===== src/rtl/wast_pkg.sv =====
// Package with shared types and constants of the weekly alarm slot table.
`timescale 1ns / 1ps
package wast_pkg;

    typedef enum logic [3:0] {
        ACT_ADD    = 4'd0,
        ACT_TIME   = 4'd1,
        ACT_REPEAT = 4'd2,
        ACT_ENABLE = 4'd3,
        ACT_ALL    = 4'd4,
        ACT_DELETE = 4'd5,
        ACT_CLEAR  = 4'd6,
        ACT_READ   = 4'd7,
        ACT_TICK   = 4'd8
    } action_t;

    localparam logic [1:0] ST_DONE    = 2'd0;
    localparam logic [1:0] ST_FULL    = 2'd1;
    localparam logic [1:0] ST_MISSING = 2'd2;

    localparam int CMD_W = 30;
    localparam int RES_W = 35;

    typedef struct packed {
        logic [2:0] weekday;
        logic [6:0] repeat_days;
        logic       alarm_on;
        logic [5:0] min_val;
        logic [4:0] hr_val;
        logic [3:0] key_id;
        logic [3:0] action;
    } cmd_t;

    typedef struct packed {
        logic [4:0]  entry_count;
        logic [22:0] info_word;
        logic [3:0]  fired_slot;
        logic        fired;
        logic [1:0]  status;
    } res_t;

    typedef struct packed {
        logic [6:0] rpt;
        logic       en;
        logic [5:0] minute;
        logic [4:0] hour;
        logic [3:0] id;
    } entry_t;

endpackage


===== src/rtl/wast_cmd_fifo.sv =====
// Two-entry command queue between the accepting front end and the table engine.
`timescale 1ns / 1ps
module wast_cmd_fifo
    import wast_pkg::*;
(
    input  logic aclk,
    input  logic aresetn,
    input  logic in_valid,
    output logic in_ready,
    input  cmd_t in_cmd,
    output logic out_valid,
    input  logic out_ready,
    output cmd_t out_cmd
);
    cmd_t       mem_reg [2];
    logic       wptr_reg, wptr_next, rptr_reg, rptr_next;
    logic [1:0] cnt_reg, cnt_next;
    logic       push, pop;

    assign in_ready  = (cnt_reg != 2'd2);
    assign out_valid = (cnt_reg != 2'd0);
    assign out_cmd   = mem_reg[rptr_reg];
    assign push      = in_valid && in_ready;
    assign pop       = out_valid && out_ready;

    always_comb begin
        wptr_next = wptr_reg ^ push;
        rptr_next = rptr_reg ^ pop;
        cnt_next  = cnt_reg + {1'b0, push} - {1'b0, pop};
    end

    always_ff @(posedge aclk) begin
        if (!aresetn) begin
            wptr_reg <= 1'b0;
            rptr_reg <= 1'b0;
            cnt_reg  <= 2'd0;
        end else begin
            wptr_reg <= wptr_next;
            rptr_reg <= rptr_next;
            cnt_reg  <= cnt_next;
        end
    end

    always_ff @(posedge aclk) begin
        if (push) begin
            mem_reg[wptr_reg] <= in_cmd;
        end
    end
endmodule


===== src/rtl/wast_engine.sv =====
// Table engine: stores entries; for modify, delete and tick commands it walks slots one per cycle.
`timescale 1ns / 1ps
module wast_engine
    import wast_pkg::*;
#(
    parameter int MAX_ALARMS = 8
) (
    input  logic aclk,
    input  logic aresetn,
    input  logic armed,
    input  logic cmd_valid,
    output logic cmd_ready,
    input  cmd_t cmd,
    output logic res_valid,
    input  logic res_ready,
    output res_t res
);
    localparam int IW = (MAX_ALARMS > 1) ? $clog2(MAX_ALARMS) : 1;
    localparam int CW = $clog2(MAX_ALARMS + 1);

    typedef enum logic [3:0] {
        S_IDLE = 4'b0001,
        S_SCAN = 4'b0010,
        S_SHFT = 4'b0100,
        S_OUT  = 4'b1000
    } state_t;

    state_t         state_reg;
    entry_t         tab_reg [MAX_ALARMS];
    logic [CW-1:0]  cnt_reg;
    logic [3:0]     last_reg;
    logic [CW-1:0]  idx_reg;
    cmd_t           cmd_reg;
    logic [1:0]     status_reg;
    logic           fired_reg;
    logic [22:0]    info_reg;
    logic [CW-1:0]  cnt_ext;
    entry_t         cur, nxt;
    logic [4:0]     cnt5;
    logic           hit_time, day_ok;
    action_t        act;

    assign cmd_ready = (state_reg == S_IDLE);
    assign res_valid = (state_reg == S_OUT);
    assign act       = action_t'(cmd_reg.action);
    assign cur       = tab_reg[idx_reg[IW-1:0]];
    assign nxt       = (idx_reg + 1'b1 < cnt_reg) ? tab_reg[IW'(idx_reg + 1'b1)] : '0;
    assign cnt5      = 5'(cnt_reg);
    assign cnt_ext   = CW'(MAX_ALARMS);
    assign hit_time  = (cur.hour == cmd_reg.hr_val) && (cur.minute == cmd_reg.min_val)
                       && cur.en;
    assign day_ok    = (cur.rpt == 7'd0) ||
                       ((cur.rpt & (7'd1 << cmd_reg.weekday)) != 7'd0);

    assign res = '{entry_count: cnt5, info_word: info_reg, fired_slot: last_reg,
                   fired: fired_reg, status: status_reg};

    always_ff @(posedge aclk) begin
        if (!aresetn) begin
            state_reg  <= S_IDLE;
            cnt_reg    <= '0;
            last_reg   <= '0;
            idx_reg    <= '0;
            cmd_reg    <= '0;
            status_reg <= ST_DONE;
            fired_reg  <= 1'b0;
            info_reg   <= '0;
            for (int k = 0; k < MAX_ALARMS; k++) tab_reg[k] <= '0;
        end else begin
            unique case (state_reg)
                S_IDLE: begin
                    if (cmd_valid) begin
                        cmd_reg    <= cmd;
                        idx_reg    <= '0;
                        status_reg <= ST_DONE;
                        fired_reg  <= 1'b0;
                        info_reg   <= '0;
                        state_reg  <= S_SCAN;
                    end
                end
                S_SCAN: begin
                    unique case (act)
                        ACT_ADD: begin
                            if (cnt_reg >= cnt_ext) begin
                                status_reg <= ST_FULL;
                            end else begin
                                tab_reg[IW'(cnt_reg)] <= '{rpt: cmd_reg.repeat_days,
                                    en: cmd_reg.alarm_on, minute: cmd_reg.min_val,
                                    hour: cmd_reg.hr_val, id: cmd_reg.key_id};
                                cnt_reg <= cnt_reg + 1'b1;
                            end
                            state_reg <= S_OUT;
                        end
                        ACT_TIME, ACT_REPEAT, ACT_ENABLE, ACT_ALL, ACT_DELETE: begin
                            if (idx_reg >= cnt_reg) begin
                                status_reg <= ST_MISSING;
                                state_reg  <= S_OUT;
                            end else if (cur.id != cmd_reg.key_id) begin
                                idx_reg <= idx_reg + 1'b1;
                            end else if (act == ACT_DELETE) begin
                                state_reg <= S_SHFT;
                            end else begin
                                if (act == ACT_TIME || act == ACT_ALL) begin
                                    tab_reg[idx_reg[IW-1:0]].hour   <= cmd_reg.hr_val;
                                    tab_reg[idx_reg[IW-1:0]].minute <= cmd_reg.min_val;
                                end
                                if (act == ACT_ENABLE || act == ACT_ALL)
                                    tab_reg[idx_reg[IW-1:0]].en <= cmd_reg.alarm_on;
                                if (act == ACT_REPEAT || act == ACT_ALL)
                                    tab_reg[idx_reg[IW-1:0]].rpt <= cmd_reg.repeat_days;
                                state_reg <= S_OUT;
                            end
                        end
                        ACT_CLEAR: begin
                            for (int k = 0; k < MAX_ALARMS; k++) tab_reg[k] <= '0;
                            cnt_reg   <= '0;
                            state_reg <= S_OUT;
                        end
                        ACT_READ: begin
                            if ({1'b0, cmd_reg.key_id} >= 5'(cnt_reg))
                                status_reg <= ST_MISSING;
                            else
                                info_reg <= tab_reg[IW'(cmd_reg.key_id)];
                            state_reg <= S_OUT;
                        end
                        ACT_TICK: begin
                            if (armed && idx_reg < cnt_reg) begin
                                if (hit_time && day_ok) begin
                                    if (cur.rpt == 7'd0) tab_reg[idx_reg[IW-1:0]].en <= 1'b0;
                                    last_reg  <= 4'(idx_reg);
                                    fired_reg <= 1'b1;
                                    state_reg <= S_OUT;
                                end else begin
                                    idx_reg <= idx_reg + 1'b1;
                                end
                            end else begin
                                state_reg <= S_OUT;
                            end
                        end
                        default: state_reg <= S_OUT;
                    endcase
                end
                S_SHFT: begin
                    if (idx_reg + 1'b1 < cnt_reg) begin
                        tab_reg[idx_reg[IW-1:0]] <= '{rpt: nxt.rpt, en: nxt.en,
                            minute: nxt.minute, hour: nxt.hour, id: cur.id};
                        idx_reg <= idx_reg + 1'b1;
                    end else begin
                        tab_reg[idx_reg[IW-1:0]] <= '0;
                        cnt_reg   <= cnt_reg - 1'b1;
                        state_reg <= S_OUT;
                    end
                end
                S_OUT: begin
                    if (res_ready) state_reg <= S_IDLE;
                end
                default: state_reg <= S_IDLE;
            endcase
        end
    end
endmodule


===== src/rtl/weekly_alarm_slot_table.sv =====
// Top level of the weekly alarm slot table.
`timescale 1ns / 1ps
// Usage:
//   s_axis carries one command transaction: tuser = action; tdata = key_id,
//   hr_val, min_val, alarm_on, repeat_days, weekday from bit 0 up.
//   m_axis returns one result transaction per command: status, fired, fired_slot,
//   info_word, entry_count from bit 0 up.
//   cfg_we/cfg_wdata write alarms_armed (reset 1); write only while idle.
// Flow:
//   A command passes a two-entry queue, then the engine walks the table one
//   slot per cycle for modify, tick and delete; add, clear, read and unknown
//   actions need no walk. One command is executed at a time; the engine takes
//   the next one only after the result has been accepted on m_axis.
// Reset:
//   aresetn low empties the table and queue, count and last fired slot go to 0.
// Stall:
//   While m_axis_tready is low the result holds; the queue still takes up
//   to two commands before s_axis_tready drops.
module weekly_alarm_slot_table
    import wast_pkg::*;
#(
    parameter int MAX_ALARMS = 8
) (
    input  logic        aclk,
    input  logic        aresetn,
    input  logic        cfg_we,
    input  logic        cfg_wdata,
    input  logic        s_axis_tvalid,
    output logic        s_axis_tready,
    // key_id, hr_val, min_val, alarm_on, repeat_days, weekday
    input  logic [31:0] s_axis_tdata,
    // action
    input  logic [3:0]  s_axis_tuser,
    output logic        m_axis_tvalid,
    input  logic        m_axis_tready,
    // status, fired, fired_slot, info_word, entry_count
    output logic [39:0] m_axis_tdata
);
    logic armed_reg;
    logic q_valid, q_ready;
    cmd_t q_cmd;
    res_t res;

    always_ff @(posedge aclk) begin
        if (!aresetn) begin
            armed_reg <= 1'b1;
        end else if (cfg_we) begin
            armed_reg <= cfg_wdata;
        end
    end

    wast_cmd_fifo u_fifo (
        .aclk      (aclk),
        .aresetn   (aresetn),
        .in_valid  (s_axis_tvalid),
        .in_ready  (s_axis_tready),
        .in_cmd    (cmd_t'({s_axis_tdata[CMD_W-5:0], s_axis_tuser})),
        .out_valid (q_valid),
        .out_ready (q_ready),
        .out_cmd   (q_cmd)
    );

    wast_engine #(.MAX_ALARMS(MAX_ALARMS)) u_engine (
        .aclk      (aclk),
        .aresetn   (aresetn),
        .armed     (armed_reg),
        .cmd_valid (q_valid),
        .cmd_ready (q_ready),
        .cmd       (q_cmd),
        .res_valid (m_axis_tvalid),
        .res_ready (m_axis_tready),
        .res       (res)
    );

    assign m_axis_tdata = {5'd0, res};

    a_status_code: assert property (@(posedge aclk) disable iff (!aresetn)
        m_axis_tvalid |-> (m_axis_tdata[1:0] != 2'd3)) else $error("bad status");
    a_count_range: assert property (@(posedge aclk) disable iff (!aresetn)
        m_axis_tvalid |-> (m_axis_tdata[34:30] <= 5'(MAX_ALARMS))) else $error("count");
    a_fire_tick: assert property (@(posedge aclk) disable iff (!aresetn)
        (m_axis_tvalid && m_axis_tdata[2]) |-> (m_axis_tdata[29:7] == 23'd0))
        else $error("fired with info");
endmodule


===== config.mk =====
export PLATFORM = sky130hd
export DESIGN_NAME = weekly_alarm_slot_table
export DESIGN_NICKNAME = d
export VERILOG_FILES = /design/src/rtl/wast_pkg.sv /design/src/rtl/wast_cmd_fifo.sv /design/src/rtl/wast_engine.sv /design/src/rtl/weekly_alarm_slot_table.sv
export SDC_FILE = /design/constraint.sdc
export NUM_CORES = 1
export LEC_CHECK = 0
export ABC_CLOCK_PERIOD_IN_PS = 5150
export BUFFER_PORTS_ARGS = -buffer_cell sky130_fd_sc_hd__buf_2
export CORE_UTILIZATION = 64
export CTS_BUF_LIST = sky130_fd_sc_hd__clkbuf_4
export DETAILED_ROUTE_END_ITERATION = 8
export GPL_ROUTABILITY_DRIVEN = 0
export GPL_TIMING_DRIVEN = 0
export PLACE_DENSITY = 0.86
export SYNTH_ARGS = -nofsm -noshare
export SYNTH_HDL_FRONTEND = slang
export SYNTH_HIERARCHICAL = 1
export SYNTH_SLANG_ARGS = --single-unit

===== constraint.sdc =====
create_clock -name aclk -period 5.15 [get_ports aclk]
set_input_delay 1.03 -clock aclk [delete_from_list [all_inputs] [get_ports aclk]]
set_output_delay 1.03 -clock aclk [all_outputs]
set_load 0.03 [all_outputs]

==> impl_metrics.toml, run 1 <==
[outcome]
status = "complete, no violations"

[timing]
clock_skew_ns = 0.07208
rsz0062_at_grt = "no"
finalHoldViolCount = 0
max_slew.worst_pin.slew_ns = 1.344
finalCritPeriodShare_pct = 99.86
period_needed_ns = 5.143
relSlewSlack_pct = 10.43
worst_slack_ns = 0.007389
max_freq_mhz = 194.5
setup_viol = 0
maxSlewViolCount = 0

[pwr]
powerDensity_nw_per_um2 = 399.9
power_switching_mw = 2.671
seq_power_share_pct = 42.9
switching_share_pct = 34.41
power.leakage_nw = 6.445
worst_ir_drop_vdd_uv = 167.6
intPower_mw = 5.091
clkPwrFrac_pct = 28.5
combPwrFrac_pct = 28.6

[yosys]
yosysWarnings = 6
synth_cell_type_count = 65
syn-cell-area_um2 = 17460
synth_cells = 1441
ys.flop_type = "edfxtp_1"
ys_seq_elements = 328
postSynthAreaPerCell_um2 = 12.12
ys_async_sr_fraction_pct = 0
synth-edff-count = 244
ys_seq_area_share_pct = 51.58

[worst_hold_path]
min_to = "u_fifo/mem_reg[0][4]$_DFFE_PP_"
hold_class = "in2reg"
min_path_cells = 1
hold_start = "s_axis_tdata[0]"

[final_layout]
syn_to_final_growth_pct = 11.13
finalNetCount = 1661
final_cell_mix = "edfxtp_1 (244), nor2_1 (205), clkbuf_4 (133)"
largest_register_ffs = 184
multiInputGateArea_um2 = 8018
fillers = 1725
layout_commonest_cell = "edfxtp_1"
finalNonFillerCells = 2005
regArea_um2 = 9009
post-route-util_pct = 72.22
drive_above_1_share_pct = 25.93

[grt]
antenna_found_initial = 3
track_usage_pct = 38.53
grt_pass1_vias = 13970
grt_pass1_wl_um = 79740
grt.overflow.total = 0
grt_max_degree = 31

[floorplan]
fp.dieH_um = 167.2
die-area_um2 = 27950
io_pins = 84
start_util_pct = 64.98
core-area_um2 = 26880
rows = 60
die_w_um = 167.2

[routing]
drtIter0Drc = 2722
final_antenna_net_count = 0
drc = 0
first_pass_iters = 7
wl_um = 52810
wl_per_cell_um = 26.34
vias = 14040
viasPerCell = 7.003

[worst_setup_path]
cp_data_required_time_ns = 5.51
cp_data_arrival_time_ns = 5.50
critPathLaunchType = "flip-flop"
end_kind = "flip-flop"
crit_fanout = 10
rr_worst_depth = 11
r2r_end = "u_engine/tab_reg[7][20]$_SDFFCE_PN0P_"
worstSetupPathType = "reg2reg"
ff2ff_setup_slack_ns = 0.007

[clock_network]
clock_sink_count = 328
tritoncts = "done"
clkTransAtPathRegs_ns = 0.07
numCtsBuffers = 83
htreeDepth = 3
clk_latency_ns = 0.75
clock_path_buffers = 3
cts_root_buf = "clkbuf_4"

[placed_design]
dp_cells = 1857
preCtsSetupSlack_ns = -0.1916
io_buffers = 71
dp_hpwl_um = 36880

[job]
maxCapViolations = 0
## how the worst max path moves through the flow
stage / start / end / slack [ns] / cells after the start
6_report: flip-flop / u_engine/tab_reg[7][20]$_SDFFCE_PN0P_ / 0.007 / 11
5_1_grt: u_engine/cnt_reg[1]$_SDFFE_PN0P_ / u_engine/tab_reg[0][8]$_SDFFCE_PN0P_ / 0.02 / 14
4_1_cts: flip-flop / u_engine/tab_reg[0][8]$_SDFFCE_PN0P_ / 0.03 / 14
3_5_place_dp: u_engine/cnt_reg[1]$_SDFFE_PN0P_ / u_engine/tab_reg[2][9]$_SDFFCE_PN0P_ / -0.19 / 13
3_3_place_gp: u_engine/cnt_reg[1]$_SDFFE_PN0P_ / u_engine/tab_reg[6][11]$_SDFFCE_PN0P_ / -0.17 / 13
2_1_floorplan: u_engine/cnt_reg[1]$_SDFFE_PN0P_ / u_engine/tab_reg[1][10]$_SDFFCE_PN0P_ / 1.03 / 13
## synth_stat cells (all sizes together) (3+ instances only)
cell type    n  area, um2
a2111oi      3      82.58
a211oi       8      65.06
a21boi      27      202.7
a21o         4      30.03
a21oi       60      300.3
a221oi       3      26.28
a22oi       15      112.6
and2        16      100.1
and3         4      25.02
and4         3      26.28
buf         47      272.8
clkbuf      53      198.9
dfxtp       84       1682
edfxtp     244       7327
ha          17      212.7
inv         12      45.04
mux2        46      518.0
mux2i      103       1031
mux4       107       2410
nand2      139      524.3
nand2b      10      62.56
nand3       11      55.05
nand4        3      18.77
nor2       205      769.5
nor2b       26      162.7
nor3        64      320.3
nor4b        4      35.03
o211ai       5      37.54
o21a         5      37.54
o21ai       53      280.3
o22ai        5      31.28
o31ai        3      32.53
or3          6      42.54
xnor2       14      122.6
xor2         4      35.03
## power groups by stage
stage          combinational (mW)  sequential (mW)  clock, mW
6_report                     2.22             3.33       2.21
5_1_grt                      2.33             3.34       2.38
4_1_cts                      2.12             3.30       2.24
3_5_place_dp                 2.10             3.36          0
3_3_place_gp                 2.05             3.34          0
2_1_floorplan                1.49             3.28          0
## layout make-up
| cell class | count | share of cell area [%] |
|---|---|---|
| multi-input combinational | 1005 | 41.31 |
| tap | 341 | 2.198 |
| clock buffer | 133 | 5.144 |
| clock inverter | 12 | 0.3675 |
| inverter | 12 | 0.2321 |
| timing repair buffer | 72 | 1.870 |
| antenna | 2 | 0.02579 |
| sequential | 328 | 46.42 |
| buffer | 100 | 2.437 |
## through the flow
step	total power, mW	hold WS [ns]	setup TNS (ns)	area, um2
after floorplan	4.769	0.4403	0	17480
after global placement	5.392	0.4624	-4.631	18260
after detailed placement	5.463	0.4602	-9.059	18270
after CTS	7.661	0.4461	0	19350
after global routing	8.047	0.4416	0	19410
final	7.762	0.4659	0	19410
## cell families after synthesis
kind of cell / synth area share [%]
other cells: 0.04300
buf+inv: 2.959
xor+xnor: 0.9027
fa+ha+maj: 1.218
simple gates: 12.92
flops: 51.58
mux: 22.67
compound gates: 7.702
## layer usage
metal	wire length, um	global-route usage (%)	part of all wire (%)
met1	17570	46.63	33
met2	22920	57.16	43
met3	8399	15.36	16
met4	3913	25.97	7.4
met5	12	0	0.023
## worst max-delay path, stage by stage, from the launching register on
cell	delay, ns
dfxtp_1	0.32
buf_4	0.22
nor2_1	0.89
a22oi_1	0.22
nand2_1	0.18
xnor2_1	0.08
or4_1	0.52
clkbuf_1	0.24
o21ai_1	0.59
nor3_1	0.22
o21ai_1	0.84
nand2_1	0.45
## timing repair
| action | in CTS | in global routing |
|---|---|---|
| gates resized for setup | 2 | 11 |
| pin swaps | 0 | 1 |
| setup endpoints to repair | 135 | 135 |
| buffers inserted | 0 | 1 |
| hold endpoints to repair | 0 | 0 |
| hold buffers | 0 | 0 |
(Power assumes the default switching activity.)
==> inputs of run 2 (changes only) <==
Settings changed: CAP_MARGIN from default to 40, GPL_ROUTABILITY_DRIVEN 0 to default, SETUP_SLACK_MARGIN from default to 0.5.
==> run 2 against run 1 <==
Net effect: final cell count rose by 2.0%; sequential power is essentially flat; via count up 2.2%; clock-buffer cell count down 4; routed wire length grew 4.5%; core utilization up 2.4 points; combinational power increased by 7%; register-to-register slack better by 0.34 ns.
==> impl_metrics.toml, run 2 (synthesis results as in run 1) <==
[final_layout]
final_cell_mix = "edfxtp_1 (244), nor2_1 (205), clkbuf_4 (132)"
largest_register_ffs = 184
post-route-util_pct = 74.63
fillers = 1709
finalNonFillerCells = 2046
syn_to_final_growth_pct = 14.84
finalNetCount = 1693
layout_commonest_cell = "edfxtp_1"
drive_above_1_share_pct = 28.40

[clock_network]
hold_buffers = 0
htreeDepth = 3
tritoncts = "done"
clock_sink_count = 328
clock_path_buffers = 3
numCtsBuffers = 85
clkTransAtPathRegs_ns = 0.06
clk_latency_ns = 0.76
cts_root_buf = "clkbuf_4"

[grt]
track_usage_pct = 39.94
antenna_found_initial = 1
grt.overflow.total = 0
grt_pass1_wl_um = 82050
grt_max_degree = 20
grt_pass1_vias = 14000

[worst_setup_path]
slowest_stage = "mux4_2"
crit_top_cell = "buf_4"
crit_chain = "buf_4, buf_4, buf_2, mux4_2, mux2i_1, a21oi_1, o21ai_0, nand4b_1, buf_4, or3_4, buf_6, a21oi_1, o21ai_2, buf_2, nand2_4"
cp_data_required_time_ns = 5.51
path_buf_inv = 6
crit_fanout = 11
crit_family = "buffers and inverters"
worstSetupPathType = "reg2reg"
end_kind = "flip-flop"
critPathMaxStageDelay_ns = 0.55
cp_data_arrival_time_ns = 5.17
critPathLaunchType = "flip-flop"

[routing]
first_pass_iters = 7
drc = 0
drtIter0Drc = 2555
wl_um = 55180
viasPerCell = 7.017
met1_length_um = 18600
final_antenna_net_count = 0
highest_layer = "met4"
vias = 14360
wl_met2_um = 23650
wl_per_cell_um = 26.97
wl_met3_um = 9124

[timing]
finalHoldViolCount = 0
period_needed_ns = 4.806
relSlewSlack_pct = 27.66
max_slew.worst_pin.slew_ns = 1.085
finalCritPeriodShare_pct = 93.32
setup_viol = 0
clock_skew_ns = 0.08390
rsz0062_at_grt = "yes"
maxSlewViolCount = 0
max_freq_mhz = 208.1

[floorplan]
rows = 60
start_util_pct = 64.98
io_pins = 84
fp.dieH_um = 167.2
die_w_um = 167.2
core-area_um2 = 26880
die-area_um2 = 27950

[placed_design]
dp_hpwl_um = 38570
place_congestion = 1.008
io_buffers = 71
dp_cells = 1882

[worst_hold_path]
hold_class = "reg2reg"

[outcome]
status = "complete, no violations"

[pwr]
power.leakage_nw = 6.738
worst_ir_drop_vdd_uv = 229.3
powerDensity_nw_per_um2 = 401.6

[job]
maxCapViolations = 0
## run 2: cell count changes in the layout (fill, tap and decap cells not counted), sizes merged
cell and delta:
clkinvlp -3, diode -1, clkinv +17, bufinv +2, clkbuf -2, buf +28
## run 2: path summary, 6_finish.rpt
check / from / endpoint / slack, ns / cells past startpoint
setup / recovery: flip-flop / u_engine/tab_reg[6][6]$_SDFFCE_PN0P_ / 0.34 / 15
hold / removal: u_engine/status_reg[0]$_SDFFE_PN0P_ / u_engine/status_reg[0]$_SDFFE_PN0P_ / 0.48 / 2
setup reg to reg: flip-flop / u_engine/tab_reg[6][6]$_SDFFCE_PN0P_ / 0.34 / 15
hold reg to reg: u_engine/status_reg[0]$_SDFFE_PN0P_ / u_engine/status_reg[0]$_SDFFE_PN0P_ / 0.48 / 2
## run 2: cell type report
| cell class | count | area (um2) | share of cell area [%] |
|---|---|---|---|
| inverter | 12 | 45.04 | 0.2246 |
| tap | 341 | 426.7 | 2.127 |
| clock buffer | 129 | 968.4 | 4.828 |
| buffer | 100 | 505.5 | 2.520 |
| multi-input combinational | 1005 | 8198 | 40.87 |
| timing repair buffer | 102 | 725.7 | 3.618 |
| clock inverter | 28 | 176.4 | 0.8796 |
| antenna | 1 | 2.502 | 0.01248 |
| sequential | 328 | 9009 | 44.92 |
## run 2: repair_timing
item,4_1_cts,5_1_grt
resized for setup,36,38
endpoints found under the setup margin,254,224
pin swaps,2,2
setup buffers,2,0
## run 2: tightest hold or removal path: stages, from the launching register on
cell	delay, ns
dfxtp_1	0.31
nand2b_1	0.06
a21oi_1	0.06
## run 2: metrics by stage
| stage | instance area [um2] | total power [mW] | hold WS [ns] | TNS [ns] | setup slack, ns |
|---|---|---|---|---|---|
| 4_1_cts | 19870 | 7.939 | 0.4802 | 0 | 0.4831 |
| 3_5_place_dp | 18580 | 5.580 | 0.4771 | -16.70 | -0.2685 |
| 3_3_place_gp | 18260 | 5.426 | 0.4610 | -34.98 | -0.3961 |
| 6_report | 20060 | 8.054 | 0.4792 | 0 | 0.3438 |
| 2_1_floorplan | 17480 | 4.769 | 0.4403 | 0 | 1.027 |
| 5_1_grt | 20060 | 8.320 | 0.4663 | 0 | 0.3980 |
## run 2: metal layers
layer,vias up,global-route usage (%)
met5,-,0
met4,0,24.89
met3,310,14.80
met2,1413,57.92
met1,6770,51.17
li1,5863,-
## run 2: power by group
part	switching (mW)	internal, mW	total [mW]
sequential	0.230	3.09	3.32
clock	1.10	1.25	2.36
combinational	1.47	0.909	2.37
